<file path="config.mk">
export PLATFORM = sky130hd
export DESIGN_NAME = oled_page_write_command_sequencer_unit
export DESIGN_NICKNAME = d
export VERILOG_FILES = /design/src/hdl/opwcs_pkg.sv /design/src/hdl/opwcs_front.sv /design/src/hdl/opwcs_jobq.sv /design/src/hdl/opwcs_back.sv /design/src/hdl/oled_page_write_command_sequencer_unit.sv
export SDC_FILE = /design/constraint.sdc
export NUM_CORES = 1
export LEC_CHECK = 0
export BUFFER_PORTS_ARGS = -buffer_cell sky130_fd_sc_hd__buf_2
export CORE_MARGIN = 1.5
export CORE_UTILIZATION = 62
export DETAILED_ROUTE_END_ITERATION = 16
export GPL_ROUTABILITY_DRIVEN = 0
export MAX_ROUTING_LAYER = met4
export PLACE_DENSITY_LB_ADDON = 0.15
export REMOVE_ABC_BUFFERS = 1
export SLEW_MARGIN = 10
export SYNTH_ARGS = -nofsm -noshare
export SYNTH_HDL_FRONTEND = slang
export SYNTH_SLANG_ARGS = --single-unit
</file>
<file path="constraint.sdc">
create_clock -name clk_i -period 6.8 [get_ports clk_i]
set_input_delay 0.34 -clock clk_i [delete_from_list [all_inputs] [get_ports clk_i]]
set_output_delay 0.34 -clock clk_i [all_outputs]
set_load 0.01 [all_outputs]
</file>
<file path="src/hdl/opwcs_pkg.sv">
package opwcs_pkg;

  // Default column limit of the panel
  localparam int unsigned MaxColumnsDef = 128;

  // Bus control bytes and command codes
  localparam logic [7:0] CtrlCmd     = 8'h00;
  localparam logic [7:0] CtrlData    = 8'h40;
  localparam logic [7:0] CmdSetMode  = 8'h20;
  localparam logic [7:0] CmdPageBase = 8'hB0;
  localparam logic [7:0] CmdColHigh  = 8'h10;
  localparam logic [7:0] ColLowMask  = 8'h0F;
  localparam logic [7:0] PageMask    = 8'h07;
  localparam logic [1:0] ModePage    = 2'd2;

  // Reset values of the configuration registers
  localparam logic [7:0] PanelWidthRst = 8'd128;
  localparam logic [6:0] DevAddrRst    = 7'd60;

  // Job queue between front and back
  localparam int unsigned JobQDepth = 2;
  localparam int unsigned JobQPtrW  = $clog2(JobQDepth);
  localparam int unsigned JobQCntW  = $clog2(JobQDepth + 1);

  // Configuration register indexes
  typedef enum logic [0:0] {
    CFG_PANEL_WIDTH    = 1'b0,
    CFG_DEVICE_ADDRESS = 1'b1
  } cfg_idx_e;

  // Request operations
  typedef enum logic [0:0] {
    OP_DRAW     = 1'b0,
    OP_SET_MODE = 1'b1
  } op_e;

  // Bus writes a job can hold, in emission order
  typedef enum logic [2:0] {
    STEP_MODE_CMD = 3'd0,
    STEP_MODE_ARG = 3'd1,
    STEP_PAGE     = 3'd2,
    STEP_COL_LO   = 3'd3,
    STEP_COL_HI   = 3'd4,
    STEP_DATA     = 3'd5
  } step_e;

  localparam int unsigned NumSteps = 6;

  typedef struct packed {
    logic       operation;
    logic [2:0] page;
    logic [6:0] column;
    logic [7:0] pixels;
    logic [1:0] mode;
  } req_t;

  typedef struct packed {
    logic [6:0] bus_address;
    logic [7:0] control_byte;
    logic [7:0] payload;
    logic       last;
  } rsp_t;

  // One classified request: which writes remain, and their arguments
  typedef struct packed {
    logic [NumSteps-1:0] steps;
    logic [1:0]          mode_arg;
    logic [2:0]          page;
    logic [6:0]          column;
    logic [7:0]          pixels;
  } job_t;

  // Queue status seen by the front
  typedef struct packed {
    logic full;
    logic empty;
  } jobq_status_t;

endpackage

</file>
<file path="src/hdl/opwcs_front.sv">
module opwcs_front #(
  parameter int unsigned MaxColumns = opwcs_pkg::MaxColumnsDef
) (
  input  logic                     clk_i,
  input  logic                     rst_ni,
  input  logic                     push_i,
  input  opwcs_pkg::req_t          req_i,
  input  logic [7:0]               panel_width_i,
  input  opwcs_pkg::jobq_status_t  jobq_status_i,
  output logic                     full_o,
  output logic                     job_push_o,
  output opwcs_pkg::job_t          job_o
);
  import opwcs_pkg::*;

  localparam logic [7:0] MaxCol = 8'(MaxColumns);

  logic [1:0] addr_mode_q, addr_mode_d;
  logic [2:0] cur_page_q, cur_page_d;
  logic [6:0] cur_column_q, cur_column_d;
  logic       accept;
  logic [7:0] width_cap;
  logic [7:0] col_inc;
  job_t       job;

  assign accept = push_i && !jobq_status_i.full;

  // Effective width and column advance after a draw
  assign width_cap = (panel_width_i > MaxCol) ? MaxCol : panel_width_i;
  assign col_inc   = {1'b0, req_i.column} + 8'd1;

  // Classify the request and work out the tracked state after it
  always_comb begin
    job          = '0;
    job.page     = req_i.page;
    job.column   = req_i.column;
    job.pixels   = req_i.pixels;
    addr_mode_d  = addr_mode_q;
    cur_page_d   = cur_page_q;
    cur_column_d = cur_column_q;
    if (req_i.operation == OP_SET_MODE) begin
      job.steps[STEP_MODE_CMD] = 1'b1;
      job.steps[STEP_MODE_ARG] = 1'b1;
      job.mode_arg             = req_i.mode;
      addr_mode_d              = req_i.mode;
    end else begin
      job.steps[STEP_MODE_CMD] = (addr_mode_q != ModePage);
      job.steps[STEP_MODE_ARG] = (addr_mode_q != ModePage);
      job.steps[STEP_PAGE]     = (cur_page_q != req_i.page);
      job.steps[STEP_COL_LO]   = (cur_column_q != req_i.column);
      job.steps[STEP_COL_HI]   = (cur_column_q != req_i.column);
      job.steps[STEP_DATA]     = 1'b1;
      job.mode_arg             = ModePage;
      addr_mode_d              = ModePage;
      cur_page_d               = req_i.page;
      if (col_inc >= width_cap || col_inc >= MaxCol) begin
        cur_column_d = '0;
      end else begin
        cur_column_d = col_inc[6:0];
      end
    end
  end

  // Tracked controller state
  always_ff @(posedge clk_i or negedge rst_ni) begin
    if (!rst_ni) begin
      addr_mode_q  <= ModePage;
      cur_page_q   <= '0;
      cur_column_q <= '0;
    end else if (accept) begin
      addr_mode_q  <= addr_mode_d;
      cur_page_q   <= cur_page_d;
      cur_column_q <= cur_column_d;
    end
  end

  assign full_o     = jobq_status_i.full;
  assign job_push_o = accept;
  assign job_o      = job;

endmodule

</file>
<file path="src/hdl/opwcs_jobq.sv">
module opwcs_jobq (
  input  logic                     clk_i,
  input  logic                     rst_ni,
  input  logic                     push_i,
  input  opwcs_pkg::job_t          job_i,
  input  logic                     pop_i,
  output opwcs_pkg::job_t          job_o,
  output opwcs_pkg::jobq_status_t  status_o
);
  import opwcs_pkg::*;

  job_t                mem_q [JobQDepth];
  logic [JobQPtrW-1:0] wr_ptr_q, rd_ptr_q;
  logic [JobQCntW-1:0] cnt_q;
  logic                do_push, do_pop;

  assign status_o.full  = (cnt_q == JobQCntW'(JobQDepth));
  assign status_o.empty = (cnt_q == '0);
  assign do_push        = push_i && !status_o.full;
  assign do_pop         = pop_i && !status_o.empty;
  assign job_o          = mem_q[rd_ptr_q];

  // Storage
  always_ff @(posedge clk_i) begin
    if (do_push) begin
      mem_q[wr_ptr_q] <= job_i;
    end
  end

  // Pointers and fill count
  always_ff @(posedge clk_i or negedge rst_ni) begin
    if (!rst_ni) begin
      wr_ptr_q <= '0;
      rd_ptr_q <= '0;
      cnt_q    <= '0;
    end else begin
      if (do_push) begin
        wr_ptr_q <= (wr_ptr_q == JobQPtrW'(JobQDepth - 1)) ? '0 : wr_ptr_q + 1'b1;
      end
      if (do_pop) begin
        rd_ptr_q <= (rd_ptr_q == JobQPtrW'(JobQDepth - 1)) ? '0 : rd_ptr_q + 1'b1;
      end
      if (do_push && !do_pop) begin
        cnt_q <= cnt_q + 1'b1;
      end else if (do_pop && !do_push) begin
        cnt_q <= cnt_q - 1'b1;
      end
    end
  end

endmodule

</file>
<file path="src/hdl/opwcs_back.sv">
module opwcs_back (
  input  logic                     clk_i,
  input  logic                     rst_ni,
  input  opwcs_pkg::job_t          job_i,
  input  opwcs_pkg::jobq_status_t  jobq_status_i,
  input  logic [6:0]               dev_addr_i,
  input  logic                     pop_i,
  output logic                     job_pop_o,
  output logic                     empty_o,
  output opwcs_pkg::rsp_t          rsp_o
);
  import opwcs_pkg::*;

  job_t                job_q;
  logic                job_valid_q;
  rsp_t                out_q;
  logic                out_valid_q;
  logic [NumSteps-1:0] step_oh;
  logic [NumSteps-1:0] steps_rest;
  step_e               cur_step;
  logic                advance;
  logic                job_done;
  logic                job_load;
  rsp_t                rsp;

  // Lowest pending write goes next
  assign step_oh    = job_q.steps & (~job_q.steps + 1'b1);
  assign steps_rest = job_q.steps & ~step_oh;

  always_comb begin
    cur_step = STEP_DATA;
    for (int i = NumSteps - 1; i >= 0; i--) begin
      if (job_q.steps[i]) begin
        cur_step = step_e'(3'(i));
      end
    end
  end

  // Build the bus write for the current step
  always_comb begin
    rsp.bus_address  = dev_addr_i;
    rsp.control_byte = CtrlCmd;
    rsp.last         = (steps_rest == '0);
    case (cur_step)
      STEP_MODE_CMD: rsp.payload = CmdSetMode;
      STEP_MODE_ARG: rsp.payload = {6'd0, job_q.mode_arg};
      STEP_PAGE:     rsp.payload = CmdPageBase | ({5'd0, job_q.page} & PageMask);
      STEP_COL_LO:   rsp.payload = {1'b0, job_q.column} & ColLowMask;
      STEP_COL_HI:   rsp.payload = CmdColHigh | {5'd0, job_q.column[6:4]};
      STEP_DATA: begin
        rsp.control_byte = CtrlData;
        rsp.payload      = job_q.pixels;
      end
      default:       rsp.payload = job_q.pixels;
    endcase
  end

  assign advance   = job_valid_q && (!out_valid_q || pop_i);
  assign job_done  = advance && (steps_rest == '0);
  assign job_load  = !jobq_status_i.empty && (!job_valid_q || job_done);
  assign job_pop_o = job_load;

  // Current job, retired one write at a time
  always_ff @(posedge clk_i or negedge rst_ni) begin
    if (!rst_ni) begin
      job_valid_q <= 1'b0;
    end else if (job_load) begin
      job_valid_q <= 1'b1;
    end else if (job_done) begin
      job_valid_q <= 1'b0;
    end
  end

  always_ff @(posedge clk_i) begin
    if (job_load) begin
      job_q <= job_i;
    end else if (advance) begin
      job_q.steps <= steps_rest;
    end
  end

  // Output register
  always_ff @(posedge clk_i or negedge rst_ni) begin
    if (!rst_ni) begin
      out_valid_q <= 1'b0;
    end else if (advance) begin
      out_valid_q <= 1'b1;
    end else if (pop_i) begin
      out_valid_q <= 1'b0;
    end
  end

  always_ff @(posedge clk_i) begin
    if (advance) begin
      out_q <= rsp;
    end
  end

  assign empty_o = !out_valid_q;
  assign rsp_o   = out_q;

`ifndef SYNTHESIS
  // A held job always has a write left to send
  assert property (@(posedge clk_i) disable iff (!rst_ni)
    job_valid_q |-> (job_q.steps != '0))
    else $error("active job with no pending write");

  // Every job ends in a data write or a mode argument
  assert property (@(posedge clk_i) disable iff (!rst_ni)
    job_valid_q |-> (job_q.steps[STEP_DATA] || job_q.steps[STEP_MODE_ARG]))
    else $error("job has no final write");

  // A waiting result is not dropped while the receiver stalls
  assert property (@(posedge clk_i) disable iff (!rst_ni)
    (out_valid_q && !pop_i) |=> (out_valid_q && $stable(out_q)))
    else $error("stalled result lost or changed");
`endif

endmodule

</file>
<file path="src/hdl/oled_page_write_command_sequencer_unit.sv">
// OLED page write command sequencer.
// Input channel: a request (draw one column byte, or set the addressing mode)
// is taken at a clock edge with push high and full low.
// Output channel: each result is one two-byte bus write (address, control
// byte, payload, last flag); it sits on rsp_o while empty is low and leaves at
// an edge with pop high. last marks the final write of a request.
// Configuration: cfg_we_i writes panel_width (index 0) or device_address
// (index 1) at the clock edge; write only while the block is idle.
// The first write of a request passes the job queue, the job register and
// the output register. Throughput: one bus write per cycle while pop does not
// stall the output; a request needs 1 to 6 writes (2 for a mode set).
// A two-entry job queue lets requests be accepted while writes go out.
// When pop stays low the output register holds, the write stage stops, the
// job queue fills and full rises.
// Reset: page addressing mode, page 0, column 0, width 128, address 60; job
// queue and output register empty.
module oled_page_write_command_sequencer_unit #(
  parameter int unsigned MaxColumns = opwcs_pkg::MaxColumnsDef
) (
  input  logic                 clk_i,
  input  logic                 rst_ni,
  input  logic                 push,
  output logic                 full,
  input  opwcs_pkg::req_t      req_i,
  output logic                 empty,
  input  logic                 pop,
  output opwcs_pkg::rsp_t      rsp_o,
  input  logic                 cfg_we_i,
  input  opwcs_pkg::cfg_idx_e  cfg_idx_i,
  input  logic [7:0]           cfg_wdata_i
);
  import opwcs_pkg::*;

  logic [7:0]   panel_width_q;
  logic [6:0]   dev_addr_q;
  logic         job_push;
  logic         job_pop;
  job_t         job_in;
  job_t         job_out;
  jobq_status_t jobq_status;

  // Configuration registers
  always_ff @(posedge clk_i or negedge rst_ni) begin
    if (!rst_ni) begin
      panel_width_q <= PanelWidthRst;
      dev_addr_q    <= DevAddrRst;
    end else if (cfg_we_i) begin
      case (cfg_idx_i)
        CFG_PANEL_WIDTH:    panel_width_q <= cfg_wdata_i;
        CFG_DEVICE_ADDRESS: dev_addr_q    <= cfg_wdata_i[6:0];
        default:            ;
      endcase
    end
  end

  opwcs_front #(
    .MaxColumns(MaxColumns)
  ) u_front (
    .clk_i        (clk_i),
    .rst_ni       (rst_ni),
    .push_i       (push),
    .req_i        (req_i),
    .panel_width_i(panel_width_q),
    .jobq_status_i(jobq_status),
    .full_o       (full),
    .job_push_o   (job_push),
    .job_o        (job_in)
  );

  opwcs_jobq u_jobq (
    .clk_i   (clk_i),
    .rst_ni  (rst_ni),
    .push_i  (job_push),
    .job_i   (job_in),
    .pop_i   (job_pop),
    .job_o   (job_out),
    .status_o(jobq_status)
  );

  opwcs_back u_back (
    .clk_i        (clk_i),
    .rst_ni       (rst_ni),
    .job_i        (job_out),
    .jobq_status_i(jobq_status),
    .dev_addr_i   (dev_addr_q),
    .pop_i        (pop),
    .job_pop_o    (job_pop),
    .empty_o      (empty),
    .rsp_o        (rsp_o)
  );

endmodule
</file>
==> results.yml <==
run_status:
  status: "complete, no violations"
logic_synthesis:
  synth_top_flop_cell: "edfxtp_1"
  synthArstFlopShare: 0.266
  synth_seq_cells: 124
  avgSynthCellArea_um2: 14.8
  syn-cell-area_mm2: 0.00515
  yosys_warnings: 0
  synth_edf_count: 91
  synth.yosys.seq_area_share: 0.693
  ys_types: 44
  synth_cells: 347
sta:
  fmax_mhz: 347
  clock-skew-final_ps: 5.63
  hold_slack_ps: 30.6
  fin_crit_sh: 0.424
  min_period_ps: 2880
  slew_headroom: 0.212
  tns_ps: 0
  worst_slew_pin_slew_ps: 1180
  setup_ws_ps: 3920
  setup_viol: 0
  rsz0062_at_grt: "no"
  hold_viol_final: 0
  final_max_slew_viol_count: 0
finish:
  final_cell_mix: "91 x edfxtp_1, 53 x buf_2, 39 x mux2_2"
  multi_input_area_mm2: 0.00145
  seqCellArea_mm2: 0.00357
  final_cells: 529
  diodes: 0
  syn2layout_area_growth_pct: 17.2
  drive_gt1_frac: 0.316
  fillers: 512
  final_nets: 456
  final_common_cell: "edfxtp_1"
routing:
  wl_per_cell_um: 16.6
  firstDrtPassIters: 4
  vias: 2908
  wl_met3_um: 286
  drc: 0
  top_layer: "met4"
  met2_length_mm: 4.52
  vias_per_cell: 5.50
  routed_wirelength_mm: 8.78
  antenna_left: 0
  met1_length_mm: 3.83
  drt-initial-drc-count: 129
clocking:
  cts_max_level: 4
  clkTransAtPathRegs_ps: 60
  cts.sinks: 124
  clock_path_buffers: 2
  ctsHoldBuffers: 1
  cts_buffers: 17
  cts_setup_buffers: 0
  cts-root-buf: "clkbuf_8"
  cts-resized-gates: 0
  cts_tree: "done"
  clk_latency_ps: 500
floorplan:
  design.core.area_mm2: 0.00813
  fp-row-count: 33
  die_w_um: 94.1
  pin_count: 61
  start_util: 0.633
  die_y_um: 94.1
  die_area_mm2: 0.00886
power_and_ir_drop:
  power.leakage_uw: 0.00242
  sequentialPowerShare: 0.477
  swShare: 0.299
  combPwrFrac: 0.223
  p_per_area_mw_per_mm2: 440
  pwr-share-clk: 0.300
  ir_drop_mv: 0.259
  switching_power_uw: 793
  p_int_uw: 1860
global_route:
  grt_pass1_vias: 2922
  grt_antenna_before_repair: 0
  grtUsageTotal: 0.223
  grt_max_degree: 34
  grt_pass1_wl_mm: 14.1
  grt_overflow: 0
critical_path:
  crit_path_end_kind: "flip-flop"
  slowest_delay_ps: 700
  cpMaxStageDelayCell: "a2111oi_0"
  crit_required_ps: 6930
  cp_max_fo: 20
  crit_chain: "a2111oi_0 -> nor4b_1 -> a311oi_2 -> o21ai_2 -> inv_1"
  start_kind: "flip-flop"
  critical_path_class: "flip-flop to flip-flop"
  cp_data_arrival_time_ps: 3010
placed_design:
  numPortBuffers: 53
  dp.cells: 496
  post-place-ws_ps: 3990
  hpwl_mm: 5.76
job:
  drv_cap: 0
hold_path:
  hold_path_class: "input port to flip-flop"
sequential cells by signal (all words and copies together) (netlist names):
signal	flops
u_back.out_valid_q	1
u_front.cur_column_q	7
u_jobq.mem_q	48
u_jobq.cnt_q	2
u_front.addr_mode_q	2
u_back.rsp_o	17
u_jobq.wr_ptr_q	1
dev_addr_q	7
u_front.cur_page_q	3
u_back.job_valid_q	1
panel_width_q	8
u_jobq.rd_ptr_q	1
u_back.job_q	26
area by class of cell:
class | instances | share of cell area
timing repair buffer | 55 | 0.0469
inverter | 16 | 0.00996
tap | 105 | 0.0218
sequential | 124 | 0.591
multi-input combinational | 197 | 0.240
clock inverter | 15 | 0.0210
clock buffer | 17 | 0.0687
Yosys cell counts (3+ instances only):
master    number  share of area
edfxtp_1      91           0.53
ha_1          10          0.024
mux2_2        39          0.085
dfrtp_1       27           0.13
nor2b_1        3         0.0036
clkbuf_1       5         0.0036
nor2_1        19          0.014
nand2b_1       6         0.0073
and3_1         6         0.0073
o22ai_1        5         0.0061
nand2_1       27          0.020
dfstp_2        6          0.031
nand3_1        5         0.0049
o21ai_0       13          0.013
mux2i_1        7          0.014
nor3_1         4         0.0039
buf_4          7          0.010
xnor2_1       11          0.019
inv_1         15          0.011
xor2_1         9          0.015
per-layer routing:
layer / GRT usage / vias up
met5: - / -
met4: 0.0896 / 0
met3: 0.0542 / 12
met2: 0.367 / 62
met1: 0.267 / 1442
li1: - / 1392
power groups by stage:
stage                     registers (uW)  logic, uW  clock network (uW)
after global routing                1290        651                 839
after global placement              1260        564                   0
after detailed placement            1270        582                   0
after floorplan                     1250        405                   0
final                               1260        592                 796
after CTS                           1260        597                 807
cells by family (layout without fill, tap and decap cells):
logic type / Yosys count / count (layout) / share of synthesized area
AO/OA/AOI/OAI: 37 / 37 / 0.0491
XOR/XNOR: 20 / 20 / 0.0340
adder cells (fa/ha/maj): 10 / 10 / 0.0243
buffers and inverters: 32 / 103 / 0.0301
flip-flops: 124 / 124 / 0.693
multiplexers: 46 / 46 / 0.0990
other: 1 / 7 / 0.000729
AND/OR/NAND/NOR: 77 / 77 / 0.0698
worst paths after layout:
path                                             from                                  end  slack [ps]  depth (start not counted)
max                        u_back.job_q[22]$_DFFE_PP_           u_back.job_q[10]$_DFFE_PN_        3920                          5
min                                          req_i[9]         u_jobq.mem_q[0][7]$_DFFE_PP_          30                          1
max reg2reg                u_back.job_q[22]$_DFFE_PP_           u_back.job_q[10]$_DFFE_PN_        3920                          5
min reg2reg                 dev_addr_q[0]$_DFFE_PN0P_           u_back.rsp_o[17]$_DFFE_PP_         460                          0
max in group asynchronous                      rst_ni  u_front.cur_column_q[6]$_DFFE_PN0P_        5810                          2
min in group asynchronous                      rst_ni    u_front.cur_page_q[2]$_DFFE_PN0P_         470                          2
critical path: cells and delay by family (launching register included):
family / cells / cell delay [ps]
AND/OR/NAND/NOR: 1 / 140
flip-flops: 1 / 600
buffers and inverters: 1 / 580
AO/OA/AOI/OAI: 3 / 1200
stage by stage:
stage / instance area [um2] / power (uW) / util
after CTS: 6030 / 2670 / 0.741
after global placement: 5480 / 1830 / 0.674
after global routing: 6030 / 2780 / 0.741
after floorplan: 5070 / 1660 / -
after detailed placement: 5480 / 1860 / 0.674
final: 6030 / 2650 / 0.741
Power figures use the tool's default switching activity.
